`config.mk`:
```
export PLATFORM = sky130hd
export DESIGN_NAME = ini_line_classifier_core
export DESIGN_NICKNAME = d
export VERILOG_FILES = /design/src/hdl/ilc_pkg.sv /design/src/hdl/ini_line_classifier_core.sv /design/src/hdl/ilc_char_class.sv /design/src/hdl/ilc_line_fsm.sv
export SDC_FILE = /design/constraint.sdc
export NUM_CORES = 1
export LEC_CHECK = 0
export ABC_AREA = 1
export BUFFER_PORTS_ARGS = -buffer_cell sky130_fd_sc_hd__clkbuf_2
export CORE_ASPECT_RATIO = 1.75
export CORE_MARGIN = 3
export CORE_UTILIZATION = 39
export CTS_CLUSTER_DIAMETER = 150
export CTS_CLUSTER_SIZE = 16
export DETAILED_ROUTE_END_ITERATION = 8
export SLEW_MARGIN = 15
export SYNTH_ARGS = -nofsm -noshare
export SYNTH_HDL_FRONTEND = slang
export SYNTH_SLANG_ARGS = --single-unit
```
`constraint.sdc`:
```
create_clock -name clk -period 2.9 [get_ports clk]
set_input_delay 0.58 -clock clk [delete_from_list [all_inputs] [get_ports clk]]
set_output_delay 0.58 -clock clk [all_outputs]
set_load 0.01 [all_outputs]
```
`src/hdl/ilc_pkg.sv`:
```
// ----------------------------------------------------------------------------
// ilc_pkg
// shared types, character codes, text kind and verdict codes of the ini line classifier
// ----------------------------------------------------------------------------
package ilc_pkg;

    // longest text accepted is MAX_TEXT-1 characters
    localparam int MAX_TEXT = 64;
    localparam int TLEN_W   = $clog2(MAX_TEXT);

    // text kind codes
    localparam logic [1:0] KIND_NONE    = 2'd0;
    localparam logic [1:0] KIND_SECTION = 2'd1;
    localparam logic [1:0] KIND_KEY     = 2'd2;
    localparam logic [1:0] KIND_VALUE   = 2'd3;

    // verdict codes
    localparam logic [1:0] VERDICT_BLANK   = 2'd0;
    localparam logic [1:0] VERDICT_SECTION = 2'd1;
    localparam logic [1:0] VERDICT_PAIR    = 2'd2;
    localparam logic [1:0] VERDICT_INVALID = 2'd3;

    // character codes
    localparam logic [7:0] CH_NUL   = 8'h00;
    localparam logic [7:0] CH_SEMI  = 8'h3b;
    localparam logic [7:0] CH_HASH  = 8'h23;
    localparam logic [7:0] CH_LBR   = 8'h5b;
    localparam logic [7:0] CH_RBR   = 8'h5d;
    localparam logic [7:0] CH_EQ    = 8'h3d;
    localparam logic [7:0] CH_QUOTE = 8'h22;
    localparam logic [7:0] CH_USCORE = 8'h5f;
    localparam logic [7:0] CH_SPACE = 8'h20;

    typedef struct packed {
        logic [7:0] line_byte;
        logic       line_end;
    } in_item_t;

    typedef struct packed {
        logic [1:0] text_kind;
        logic [7:0] text_byte;
        logic       line_done;
        logic [1:0] verdict;
    } out_item_t;

    // character class flags of one byte
    typedef struct packed {
        logic zero;
        logic space;
        logic comment;
        logic name_start;
        logic name_char;
        logic value_char;
        logic lbr;
        logic rbr;
        logic eq;
        logic quote;
        logic blank;
    } char_class_t;

endpackage

```
`src/hdl/ini_line_classifier_core.sv`:
```
// ----------------------------------------------------------------------------
// ini_line_classifier_core
// classifies ini lines arriving one byte per transaction
// ----------------------------------------------------------------------------
// the input channel (in_valid / in_ready / in_item) carries one line byte and
// a flag on the line's last byte. the output channel (out_valid / out_ready /
// out_item) returns exactly one result per input transaction, in order: the
// captured character with its kind, and on the last byte the line verdict.
// a transaction goes through an input register and then a result register,
// which loads it once it is free. throughput is one byte per cycle while the
// receiver keeps up, as the parse state machine takes one step per byte.
// while the receiver stalls, the result register holds and one more byte may
// wait in the input register; in_ready drops only when both are full.
// reset (rst_n, asynchronous, active low) empties both registers and puts the
// parser at line start, skipping leading whitespace.
// ----------------------------------------------------------------------------
module ini_line_classifier_core
    import ilc_pkg::*;
(
    input  logic      clk,
    input  logic      rst_n,
    input  logic      in_valid,
    output logic      in_ready,
    input  in_item_t  in_item,
    output logic      out_valid,
    input  logic      out_ready,
    output out_item_t out_item
);

    logic        s1_valid_reg;
    in_item_t    s1_item_reg;
    logic        out_valid_reg;
    out_item_t   out_item_reg;

    logic        out_free;
    logic        advance;
    char_class_t cls;
    out_item_t   step_result;

    assign out_free = !out_valid_reg || out_ready;
    assign advance  = s1_valid_reg && out_free;
    assign in_ready = !s1_valid_reg || out_free;

    ilc_char_class u_class (
        .line_byte (s1_item_reg.line_byte),
        .cls       (cls)
    );

    ilc_line_fsm u_fsm (
        .clk    (clk),
        .rst_n  (rst_n),
        .step   (advance),
        .item   (s1_item_reg),
        .cls    (cls),
        .result (step_result)
    );

    always_ff @(posedge clk or negedge rst_n)
    begin
        if (!rst_n)
        begin
            s1_valid_reg  <= 1'b0;
            out_valid_reg <= 1'b0;
        end
        else
        begin
            if (in_ready)
                s1_valid_reg <= in_valid;
            if (out_free)
                out_valid_reg <= s1_valid_reg;
        end
    end

    always_ff @(posedge clk)
    begin
        if (in_valid && in_ready)
            s1_item_reg <= in_item;
        if (advance)
            out_item_reg <= step_result;
    end

    assign out_valid = out_valid_reg;
    assign out_item  = out_item_reg;

    // with the result register empty the input side never stalls
    assert property (@(posedge clk) disable iff (!rst_n)
        !out_valid_reg |-> in_ready)
        else $error("input stalled with empty result register");

    // verdict is only given on a line's last byte
    assert property (@(posedge clk) disable iff (!rst_n)
        out_valid_reg && !out_item_reg.line_done |-> out_item_reg.verdict == VERDICT_BLANK)
        else $error("verdict without line end");

    // untagged results carry a zero byte
    assert property (@(posedge clk) disable iff (!rst_n)
        out_valid_reg && out_item_reg.text_kind == KIND_NONE |-> out_item_reg.text_byte == '0)
        else $error("byte present without text kind");

    // a held result stays put while the receiver stalls
    assert property (@(posedge clk) disable iff (!rst_n)
        out_valid_reg && !out_ready |=> out_valid_reg && $stable(out_item_reg))
        else $error("result changed while stalled");

endmodule

```
`src/hdl/ilc_char_class.sv`:
```
// ----------------------------------------------------------------------------
// ilc_char_class
// decodes one line byte into the character classes used by the parser
// ----------------------------------------------------------------------------
module ilc_char_class
    import ilc_pkg::*;
(
    input  logic [7:0]  line_byte,
    output char_class_t cls
);

    logic alpha;
    logic digit;
    logic special;

    always_comb
    begin
        alpha   = (line_byte inside {[8'h61:8'h7a], [8'h41:8'h5a]});
        digit   = (line_byte inside {[8'h30:8'h39]});
        special = (line_byte inside {CH_USCORE, 8'h2d, 8'h2b, 8'h2e, 8'h2c, 8'h3a,
                                     8'h27, 8'h28, 8'h29, CH_LBR, CH_RBR, 8'h7b,
                                     8'h7d, 8'h5c, 8'h2f});

        cls.zero       = (line_byte == CH_NUL);
        cls.space      = (line_byte == CH_SPACE) || (line_byte inside {[8'h09:8'h0d]});
        cls.comment    = (line_byte == CH_SEMI) || (line_byte == CH_HASH);
        cls.name_start = alpha || (line_byte == CH_USCORE);
        cls.name_char  = alpha || digit || (line_byte == CH_USCORE);
        cls.value_char = alpha || digit || special;
        cls.lbr        = (line_byte == CH_LBR);
        cls.rbr        = (line_byte == CH_RBR);
        cls.eq         = (line_byte == CH_EQ);
        cls.quote      = (line_byte == CH_QUOTE);
        // plain space only, allowed inside quotes
        cls.blank      = (line_byte == CH_SPACE);
    end

endmodule

```
`src/hdl/ilc_line_fsm.sv`:
```
// ----------------------------------------------------------------------------
// ilc_line_fsm
// parse state of the current line: phase and text length, one byte per step
// ----------------------------------------------------------------------------
module ilc_line_fsm
    import ilc_pkg::*;
(
    input  logic        clk,
    input  logic        rst_n,
    input  logic        step,
    input  in_item_t    item,
    input  char_class_t cls,
    output out_item_t   result
);

    localparam logic [3:0] PH_LEAD       = 4'd0;
    localparam logic [3:0] PH_BLANK_REST = 4'd1;
    localparam logic [3:0] PH_SEC_PRE    = 4'd2;
    localparam logic [3:0] PH_SEC_NAME   = 4'd3;
    localparam logic [3:0] PH_SEC_POST   = 4'd4;
    localparam logic [3:0] PH_SEC_TAIL   = 4'd5;
    localparam logic [3:0] PH_SEC_REST   = 4'd6;
    localparam logic [3:0] PH_KEY        = 4'd7;
    localparam logic [3:0] PH_KEY_POST   = 4'd8;
    localparam logic [3:0] PH_VAL_PRE    = 4'd9;
    localparam logic [3:0] PH_VAL_BARE   = 4'd10;
    localparam logic [3:0] PH_VAL_QUOTED = 4'd11;
    localparam logic [3:0] PH_VAL_TAIL   = 4'd12;
    localparam logic [3:0] PH_PAIR_REST  = 4'd13;
    localparam logic [3:0] PH_INVALID    = 4'd14;

    localparam logic [TLEN_W-1:0] LEN_LIMIT = TLEN_W'(MAX_TEXT - 1);

    logic [3:0]        phase_reg;
    logic [3:0]        phase_next;
    logic [TLEN_W-1:0] len_reg;
    logic [TLEN_W-1:0] len_next;

    logic [3:0]        ph_a;
    logic [3:0]        ph_b;
    logic [TLEN_W-1:0] len_a;
    logic [1:0]        cap_kind;
    logic              cap_req;
    logic              cap_fresh;
    logic [TLEN_W-1:0] cap_base;

    // frozen phase that holds the verdict once content has ended
    function automatic logic [3:0] end_content(input logic [3:0] ph);
        logic [3:0] r;
        case (ph)
            PH_LEAD, PH_BLANK_REST:                          r = PH_BLANK_REST;
            PH_SEC_TAIL, PH_SEC_REST:                        r = PH_SEC_REST;
            PH_VAL_PRE, PH_VAL_BARE, PH_VAL_TAIL, PH_PAIR_REST: r = PH_PAIR_REST;
            default:                                         r = PH_INVALID;
        endcase
        return r;
    endfunction

    always_comb
    begin
        ph_a      = phase_reg;
        len_a     = len_reg;
        cap_req   = 1'b0;
        cap_fresh = 1'b0;
        cap_kind  = KIND_NONE;

        if (cls.zero)
        begin
            ph_a = end_content(phase_reg);
        end
        else
        begin
            case (phase_reg)
                PH_LEAD:
                    if (!cls.space)
                    begin
                        if (cls.comment)
                            ph_a = PH_BLANK_REST;
                        else if (cls.lbr)
                            ph_a = PH_SEC_PRE;
                        else if (cls.name_start)
                        begin
                            ph_a = PH_KEY; cap_req = 1'b1; cap_fresh = 1'b1;
                            cap_kind = KIND_KEY;
                        end
                        else
                            ph_a = PH_INVALID;
                    end
                PH_SEC_PRE:
                    if (!cls.space)
                    begin
                        if (cls.name_start)
                        begin
                            ph_a = PH_SEC_NAME; cap_req = 1'b1; cap_fresh = 1'b1;
                            cap_kind = KIND_SECTION;
                        end
                        else
                            ph_a = PH_INVALID;
                    end
                PH_SEC_NAME:
                    if (cls.name_char)
                    begin
                        cap_req = 1'b1; cap_kind = KIND_SECTION;
                    end
                    else if (cls.space)
                        ph_a = PH_SEC_POST;
                    else if (cls.rbr)
                        ph_a = PH_SEC_TAIL;
                    else
                        ph_a = PH_INVALID;
                PH_SEC_POST:
                    if (!cls.space)
                        ph_a = cls.rbr ? PH_SEC_TAIL : PH_INVALID;
                PH_SEC_TAIL:
                    if (!cls.space)
                        ph_a = cls.comment ? PH_SEC_REST : PH_INVALID;
                PH_KEY:
                    if (cls.name_char)
                    begin
                        cap_req = 1'b1; cap_kind = KIND_KEY;
                    end
                    else if (cls.space)
                        ph_a = PH_KEY_POST;
                    else if (cls.eq)
                    begin
                        ph_a = PH_VAL_PRE; len_a = '0;
                    end
                    else
                        ph_a = PH_INVALID;
                PH_KEY_POST:
                    if (!cls.space)
                    begin
                        if (cls.eq)
                        begin
                            ph_a = PH_VAL_PRE; len_a = '0;
                        end
                        else
                            ph_a = PH_INVALID;
                    end
                PH_VAL_PRE:
                    if (!cls.space)
                    begin
                        if (cls.comment)
                            ph_a = PH_PAIR_REST;
                        else if (cls.quote)
                        begin
                            ph_a = PH_VAL_QUOTED; len_a = '0;
                        end
                        else if (cls.value_char)
                        begin
                            ph_a = PH_VAL_BARE; cap_req = 1'b1; cap_fresh = 1'b1;
                            cap_kind = KIND_VALUE;
                        end
                        else
                            ph_a = PH_INVALID;
                    end
                PH_VAL_BARE:
                    if (cls.value_char)
                    begin
                        cap_req = 1'b1; cap_kind = KIND_VALUE;
                    end
                    else if (cls.space)
                        ph_a = PH_VAL_TAIL;
                    else if (cls.comment)
                        ph_a = PH_PAIR_REST;
                    else
                        ph_a = PH_INVALID;
                PH_VAL_QUOTED:
                    if (cls.value_char || cls.blank)
                    begin
                        cap_req = 1'b1; cap_kind = KIND_VALUE;
                    end
                    else if (cls.quote)
                        ph_a = PH_VAL_TAIL;
                    else
                        ph_a = PH_INVALID;
                PH_VAL_TAIL:
                    if (!cls.space)
                        ph_a = cls.comment ? PH_PAIR_REST : PH_INVALID;
                PH_BLANK_REST, PH_SEC_REST, PH_PAIR_REST, PH_INVALID:
                    ph_a = phase_reg;
                default:
                    ph_a = PH_INVALID;
            endcase
        end

        // capture with overflow check; a fresh text starts from zero length
        cap_base = cap_fresh ? '0 : len_reg;
        result.text_kind = KIND_NONE;
        result.text_byte = '0;
        if (cap_req)
        begin
            if (cap_base >= LEN_LIMIT)
            begin
                ph_a  = PH_INVALID;
                len_a = cap_base;
            end
            else
            begin
                len_a = cap_base + 1'b1;
                result.text_kind = cap_kind;
                result.text_byte = item.line_byte;
            end
        end

        ph_b = end_content(ph_a);
        result.line_done = item.line_end;
        result.verdict   = VERDICT_BLANK;
        if (item.line_end)
        begin
            case (ph_b)
                PH_BLANK_REST: result.verdict = VERDICT_BLANK;
                PH_SEC_REST:   result.verdict = VERDICT_SECTION;
                PH_PAIR_REST:  result.verdict = VERDICT_PAIR;
                default:       result.verdict = VERDICT_INVALID;
            endcase
            phase_next = PH_LEAD;
            len_next   = '0;
        end
        else
        begin
            phase_next = ph_a;
            len_next   = len_a;
        end
    end

    always_ff @(posedge clk or negedge rst_n)
    begin
        if (!rst_n)
        begin
            phase_reg <= PH_LEAD;
            len_reg   <= '0;
        end
        else if (step)
        begin
            phase_reg <= phase_next;
            len_reg   <= len_next;
        end
    end

    // a finished line always leaves the parser at line start
    assert property (@(posedge clk) disable iff (!rst_n)
        step && item.line_end |=> phase_reg == PH_LEAD && len_reg == '0)
        else $error("parser not back at line start after line end");

    // text length never passes the limit
    assert property (@(posedge clk) disable iff (!rst_n)
        len_reg <= LEN_LIMIT)
        else $error("text length beyond limit");

    // a tagged character always counts toward the text length
    assert property (@(posedge clk) disable iff (!rst_n)
        step && result.text_kind != KIND_NONE && !item.line_end
        |=> len_reg != '0)
        else $error("tagged character not counted");

endmodule

```
==> results.cfg, run 1 <==
[status]
status = finished, final reports clean

[yosys]
synthTopCellsByArea = edfxtp_1, nand2_1, dfrtp_1
ys_async_sr_fraction_pct = 35.29
yosysMostFrequentCell = nand2_1
syn-instance-count = 423
yosys.area.top_type_share_pct = 23.65
synth.cell_area_sq_um = 2794
synthTopCellsByCount = nand2_1, nor2_1, inv_1
syn_avg_cell_area_sq_um = 6.605
synth_flop_cell = edfxtp_1
ys_types = 38
ys_warn_count = 0
synth_nets = 441
synth-seq-cells = 34
ys_seq_area_share_pct = 34.39
synth_area_leader_cell = edfxtp_1
synth_edf_count = 22

[timing]
period_needed_ps = 2834
clock_skew_ps = 3.988
whs_ps = 185.1
fmax_mhz = 352.9
finalCritPeriodShare_pct = 97.71
slew_headroom_pct = 55.80
rsz0062_at_grt = true
hold_viol_final = 0
setup_viol = 0
worst_pin_slew_ps = 662.3
slew_violations = 0

[global_routing]
grt-ovfl-total = 0
antenna_found_initial = 0
grt_max_degree = 18
grt_first_pass_wirelength_mm = 13.93
grt_use_total_pct = 21.43
grt_pass1_vias = 3030

[power]
pwr-share-clk_pct = 19.2
power_frac_comb_pct = 54.6
peakVddDrop_v = 0.0003533
seqPwrFrac_pct = 26.2
p_leak_nw = 1.895
p_int_w = 0.001492
cellPowerDensity_nw_per_um2 = 730.7
switching_share_pct = 42.49
switching_power_w = 0.001102

[clock_network]
path_clk_slew_ps = 50
clkSinkCount = 34
numCtsBuffers = 5
clk_latency_ps = 280
clock-root-buffer = clkbuf_16
hold_buffers = 0
cts-htree-levels = 2
clk_path_buf_depth = 2
cts_tree = built

[drt]
drt_drc_violations_left = 0
antenna_left = 0
drtIter0Drc = 215
dr.pass1.iters = 5
viasPerCell = 5.255
post_drt_wl_per_cell_um = 14.82
drt_wl_total_mm = 8.608
vias = 3053

[critical_path]
cp.depth = 21
critical_path_class = reg2reg
worst_ep_arrival_time_ps = 2870
path_common_cell = nand2_2
reg2reg_slack_ps = 70
crit_slowest_cell = edfxtp_1
slowest_delay_ps = 500
critPathMaxFanout = 6
cp.required_ps = 2940
crit_buf_inv = 3
cp-start-kind = register
worstPathCellList = nor2_2 > nand2_1 > nor2_1 > nor2_2 > nor2_4 > nand3_4 > a21boi_4 > nand2_2 > inv_1 > ha_4 > nand2_2 > inv_2 > nand4_4 > nor2_8 > nand2_4 > nand2_4 > inv_2 > nand2_2 > nand3_2 > nand2_1 > nor2_1
r2r_cells = 21
crit_path_end_kind = register
cp_top_family = simple AND/OR/NAND/NOR gates

[final_layout]
nFillCells = 708
fin_nets = 514
num_antenna_cells = 0
syn_to_final_growth_pct = 27.09
regArea_sq_um = 960.9
largest_reg_flops = 13
drive_above_1_share_pct = 23.14
final_area_sq_um = 3551
multi_input_area_sq_um = 1637

[floorplan]
num_rows = 40
die_h_um = 118.0
start_util_pct = 40.45
io_pins = 28
core_sq_um = 6907
die_x_um = 69.98
die_area_sq_um = 8255

[placement]
port_buffers = 27
hpwlAfterDp_mm = 6.966
post_dp_cell_area_sq_um = 3248
gp_congestion = 0.9982

[flow_run]
cap_violations = 0

[min_path]
hold_class = in2async
==> kinds of logic after synthesis <==
group                    share of synthesized area, %
AO/OA/AOI/OAI                                   10.12
XOR/XNOR                                       0.3135
adder cells (fa/ha/maj)                         2.239
buffers and inverters                           9.449
flip-flops                                      34.39
other                                          0.1342
AND/OR/NAND/NOR                                 43.35
==> layer usage <==
layer	track usage [%]	wire [um]	vias to the layer above
li1	-	-	1506
met1	19.56	2822	1390
met2	39.22	4708	106
met3	3.504	372	51
met4	18.71	705	0
met5	0	0	-
==> cells in the final DEF, fill, tap and decap left out, types with 12 or more instances in the layout <==
cell type,count
dfrtp_1,12
inv_1,57
a21oi_1,12
clkbuf_2,27
nand3_1,32
nand2_1,120
edfxtp_1,22
buf_4,39
nor2_1,73
o21ai_0,18
==> what timing repair did <==
item,4_1_cts,5_1_grt
resized for setup,1,21
buffers inserted,4,8
endpoints found under the setup margin,1,19
pin swaps,0,15
endpoints found under the hold margin,0,0
==> power groups by stage <==
stage,clock [W],combinational [W],sequential (W)
2_1_floorplan,0,0.000801,0.000693
3_3_place_gp,0,0.00128,0.000691
3_5_place_dp,0,0.00129,0.000693
4_1_cts,0.000514,0.00131,0.000678
5_1_grt,0.000537,0.00158,0.000689
6_report,0.000499,0.00142,0.000679
==> final cells by class <==
| cell class | instances | share of cell area [%] |
|---|---|---|
| Clock buffer | 6 | 3.629 |
| Tap cell | 84 | 2.960 |
| Timing Repair Buffer | 69 | 13.25 |
| Multi-Input combinational cell | 322 | 46.09 |
| Inverter | 64 | 6.765 |
| Sequential cell | 34 | 27.06 |
| Clock inverter | 2 | 0.2467 |
==> through the flow <==
step | std cells | setup TNS [ps] | setup slack, ps | power (W) | util [%]
2_1_floorplan | 423 | 0 | 65.21 | 0.001493 | -
3_5_place_dp | 561 | -34.08 | -34.08 | 0.001983 | 47.03
6_report | 581 | 0 | 66.38 | 0.002594 | 51.41
3_3_place_gp | 561 | 0 | 37.22 | 0.001973 | 47.03
4_1_cts | 573 | 0 | 12.44 | 0.002500 | 49.49
5_1_grt | 581 | -518.8 | -104.8 | 0.002809 | 51.41
==> worst paths after layout <==
| check | from | to |
|---|---|---|
| hold / removal | rst_n | u_fsm.phase_reg[1]$_DFFE_PN0P_ |
| hold reg to reg | out_valid$_DFFE_PN0P_ | out_valid$_DFFE_PN0P_ |
| setup reg to reg | s1_item_reg[2]$_DFFE_PP_ | out_item[0]$_SDFFCE_PN0P_ |
| setup / recovery | s1_item_reg[2]$_DFFE_PP_ | out_item[0]$_SDFFCE_PN0P_ |
| max in group asynchronous | rst_n | out_valid$_DFFE_PN0P_ |
| min in group clk | in_item[0] | s1_item_reg[0]$_DFFE_PP_ |
Power figures use the tool's default switching activity.
==> run 2, diff against run 1 <==
--- a/config.mk
+++ b/config.mk
@@ -9,10 +9,11 @@
 export BUFFER_PORTS_ARGS = -buffer_cell sky130_fd_sc_hd__clkbuf_2
 export CORE_ASPECT_RATIO = 1.75
 export CORE_MARGIN = 3
-export CORE_UTILIZATION = 39
+export CORE_UTILIZATION = 54
 export CTS_CLUSTER_DIAMETER = 150
 export CTS_CLUSTER_SIZE = 16
 export DETAILED_ROUTE_END_ITERATION = 8
+export PLACE_DENSITY = 0.77
 export SLEW_MARGIN = 15
 export SYNTH_ARGS = -nofsm -noshare
 export SYNTH_HDL_FRONTEND = slang
==> run 2 against run 1 <==
Net effect:
- hold slack got worse by 21 ps
- first-iteration DRC count decreased by 6.0%
- sequential cell count unchanged
- clock skew about the same
- die area decreased by 26%
- non-clock buffer count increased by 1
- sequential share of layout area increased by 0.11 points
- register-to-register slack got worse by 50 ps
- via count increased by 2.0%
- clock power increased by 8.0%
- fmax decreased by 1.6%
==> results.cfg, run 2 (synthesis results as in run 1) <==
[final_layout]
drive_above_1_share_pct = 25.30
num_antenna_cells = 0
largest_reg_flops = 13
mostFrequentLayoutCells = nand2_1, nor2_1, inv_1
syn_to_final_growth_pct = 26.74
fin_nets = 515
instances_no_fill = 552
final_common_cell = nand2_1

[critical_path]
critical_path_class = reg2reg
cp-start-kind = register
crit_path_end_kind = register
worst_ep_arrival_time_ps = 2940
critPathMaxFanout = 6
cp.required_ps = 2960

[floorplan]
die_h_um = 101.2
start_util_pct = 56.13
core_sq_um = 4977
die_x_um = 60.38
io_pins = 28
die_area_sq_um = 6107
num_rows = 34

[drt]
drtIter0Drc = 202
dr.pass1.iters = 5
vias = 3114
antenna_left = 0
drt_drc_violations_left = 0
viasPerCell = 5.641
post_drt_wl_per_cell_um = 16.21
drt_wl_total_mm = 8.946

[global_routing]
grt_pass1_vias = 3149
grt_use_total_pct = 31.24
grt_max_degree = 18
grt_first_pass_wirelength_mm = 14.27
grt-ovfl-total = 0
antenna_found_initial = 0

[clock_network]
clk_latency_ps = 300
cts-htree-levels = 2
clkSinkCount = 34
clk_path_buf_depth = 2
numCtsBuffers = 5
path_clk_slew_ps = 80
hold_buffers = 0
clock-root-buffer = clkbuf_8
cts_tree = built

[timing]
finalCritPeriodShare_pct = 99.32
rsz0062_at_grt = true
worst_pin_slew_ps = 748.5
slew_headroom_pct = 50.04
clock_skew_ps = 4.147
setup_viol = 0
hold_viol_final = 0
slew_violations = 0
fmax_mhz = 347.2
fin_ws_ps = 19.75
setup_tns_ps = 0
period_needed_ps = 2880

[power]
p_leak_nw = 1.912
peakVddDrop_v = 0.0007811
cellPowerDensity_nw_per_um2 = 736.6
total_power_w = 0.002608

[placement]
placedCellCount = 532
hpwlAfterDp_mm = 6.813
port_buffers = 27
place_ws_ps = -67.01
gp_congestion = 1.006

[flow_run]
cap_violations = 0

[min_path]
hold_class = in2async

[status]
status = finished, final reports clean
run 2: power breakdown:
group	leakage [nW]	total (W)	internal, W	switching [W]
clock network	0.0683	0.000539	0.000344	0.000194
registers	0.372	0.000684	0.000617	0.0000670
logic	1.47	0.00139	0.000514	0.000872
run 2: what timing repair did:
item,4_1_cts,5_1_grt
gates resized for setup,3,28
setup buffers,4,8
endpoints found under the setup margin,6,14
pin swaps,2,18
run 2: area by class of cell:
type / count / area, sq um
multi-input cells: 322 / 1659
fillers: 415 / 1436
flip-flops and latches: 34 / 962.2
repair buffers: 70 / 474.2
inverters: 64 / 240.2
clock buffers: 5 / 68.82
clock inverters: 3 / 68.82
well taps: 54 / 67.56
run 2: path summary, 6_finish.rpt:
check,start,depth (start not counted),endpoint,slack [ps]
max,s1_item_reg[2]$_DFFE_PP_,19,out_item[0]$_SDFFCE_PN0P_,20
min,rst_n,1,u_fsm.len_reg[1]$_DFFE_PN0P_,160
max reg2reg,s1_item_reg[2]$_DFFE_PP_,19,out_item[0]$_SDFFCE_PN0P_,20
min reg2reg,out_valid$_DFFE_PN0P_,2,out_valid$_DFFE_PN0P_,540
max in group asynchronous,rst_n,1,u_fsm.phase_reg[1]$_DFFE_PN0P_,2470
min in group clk,in_item[7],1,s1_item_reg[7]$_DFFE_PP_,460
run 2: worst max-delay path, cell delays in order, from the launching register on:
cell	delay, ps
edfxtp_1	520
inv_2	100
buf_4	150
o21ai_0	130
nand2_1	110
nand3_2	110
nand3_4	100
a21boi_4	210
inv_2	70
nor2_2	100
ha_2	200
nand2_2	60
inv_2	60
nand4_4	110
nor2_8	180
nand2_4	90
nand4_1	150
nand3_1	100
nand2_1	70
nor2_1	40
run 2: metrics by stage:
step / util [%] / instance area (sq um) / hold slack [ps]
final: 71.14 / 3541 / 164.5
after detailed placement: 64.66 / 3218 / 484.3
after CTS: 68.28 / 3398 / 169.8
after global placement: 64.66 / 3218 / 480.5
after floorplan: - / 2794 / 284.4
after global routing: 71.14 / 3541 / 174.0
run 2: per-layer routing:
layer	global-route usage, %	up-vias	wire length, um	part of all wire [%]
li1	-	1505	-	-
met1	30.50	1387	2932	33
met2	55.08	153	4833	54
met3	4.847	69	460	5.1
met4	25.26	0	720	8.0
met5	0	-	0	0
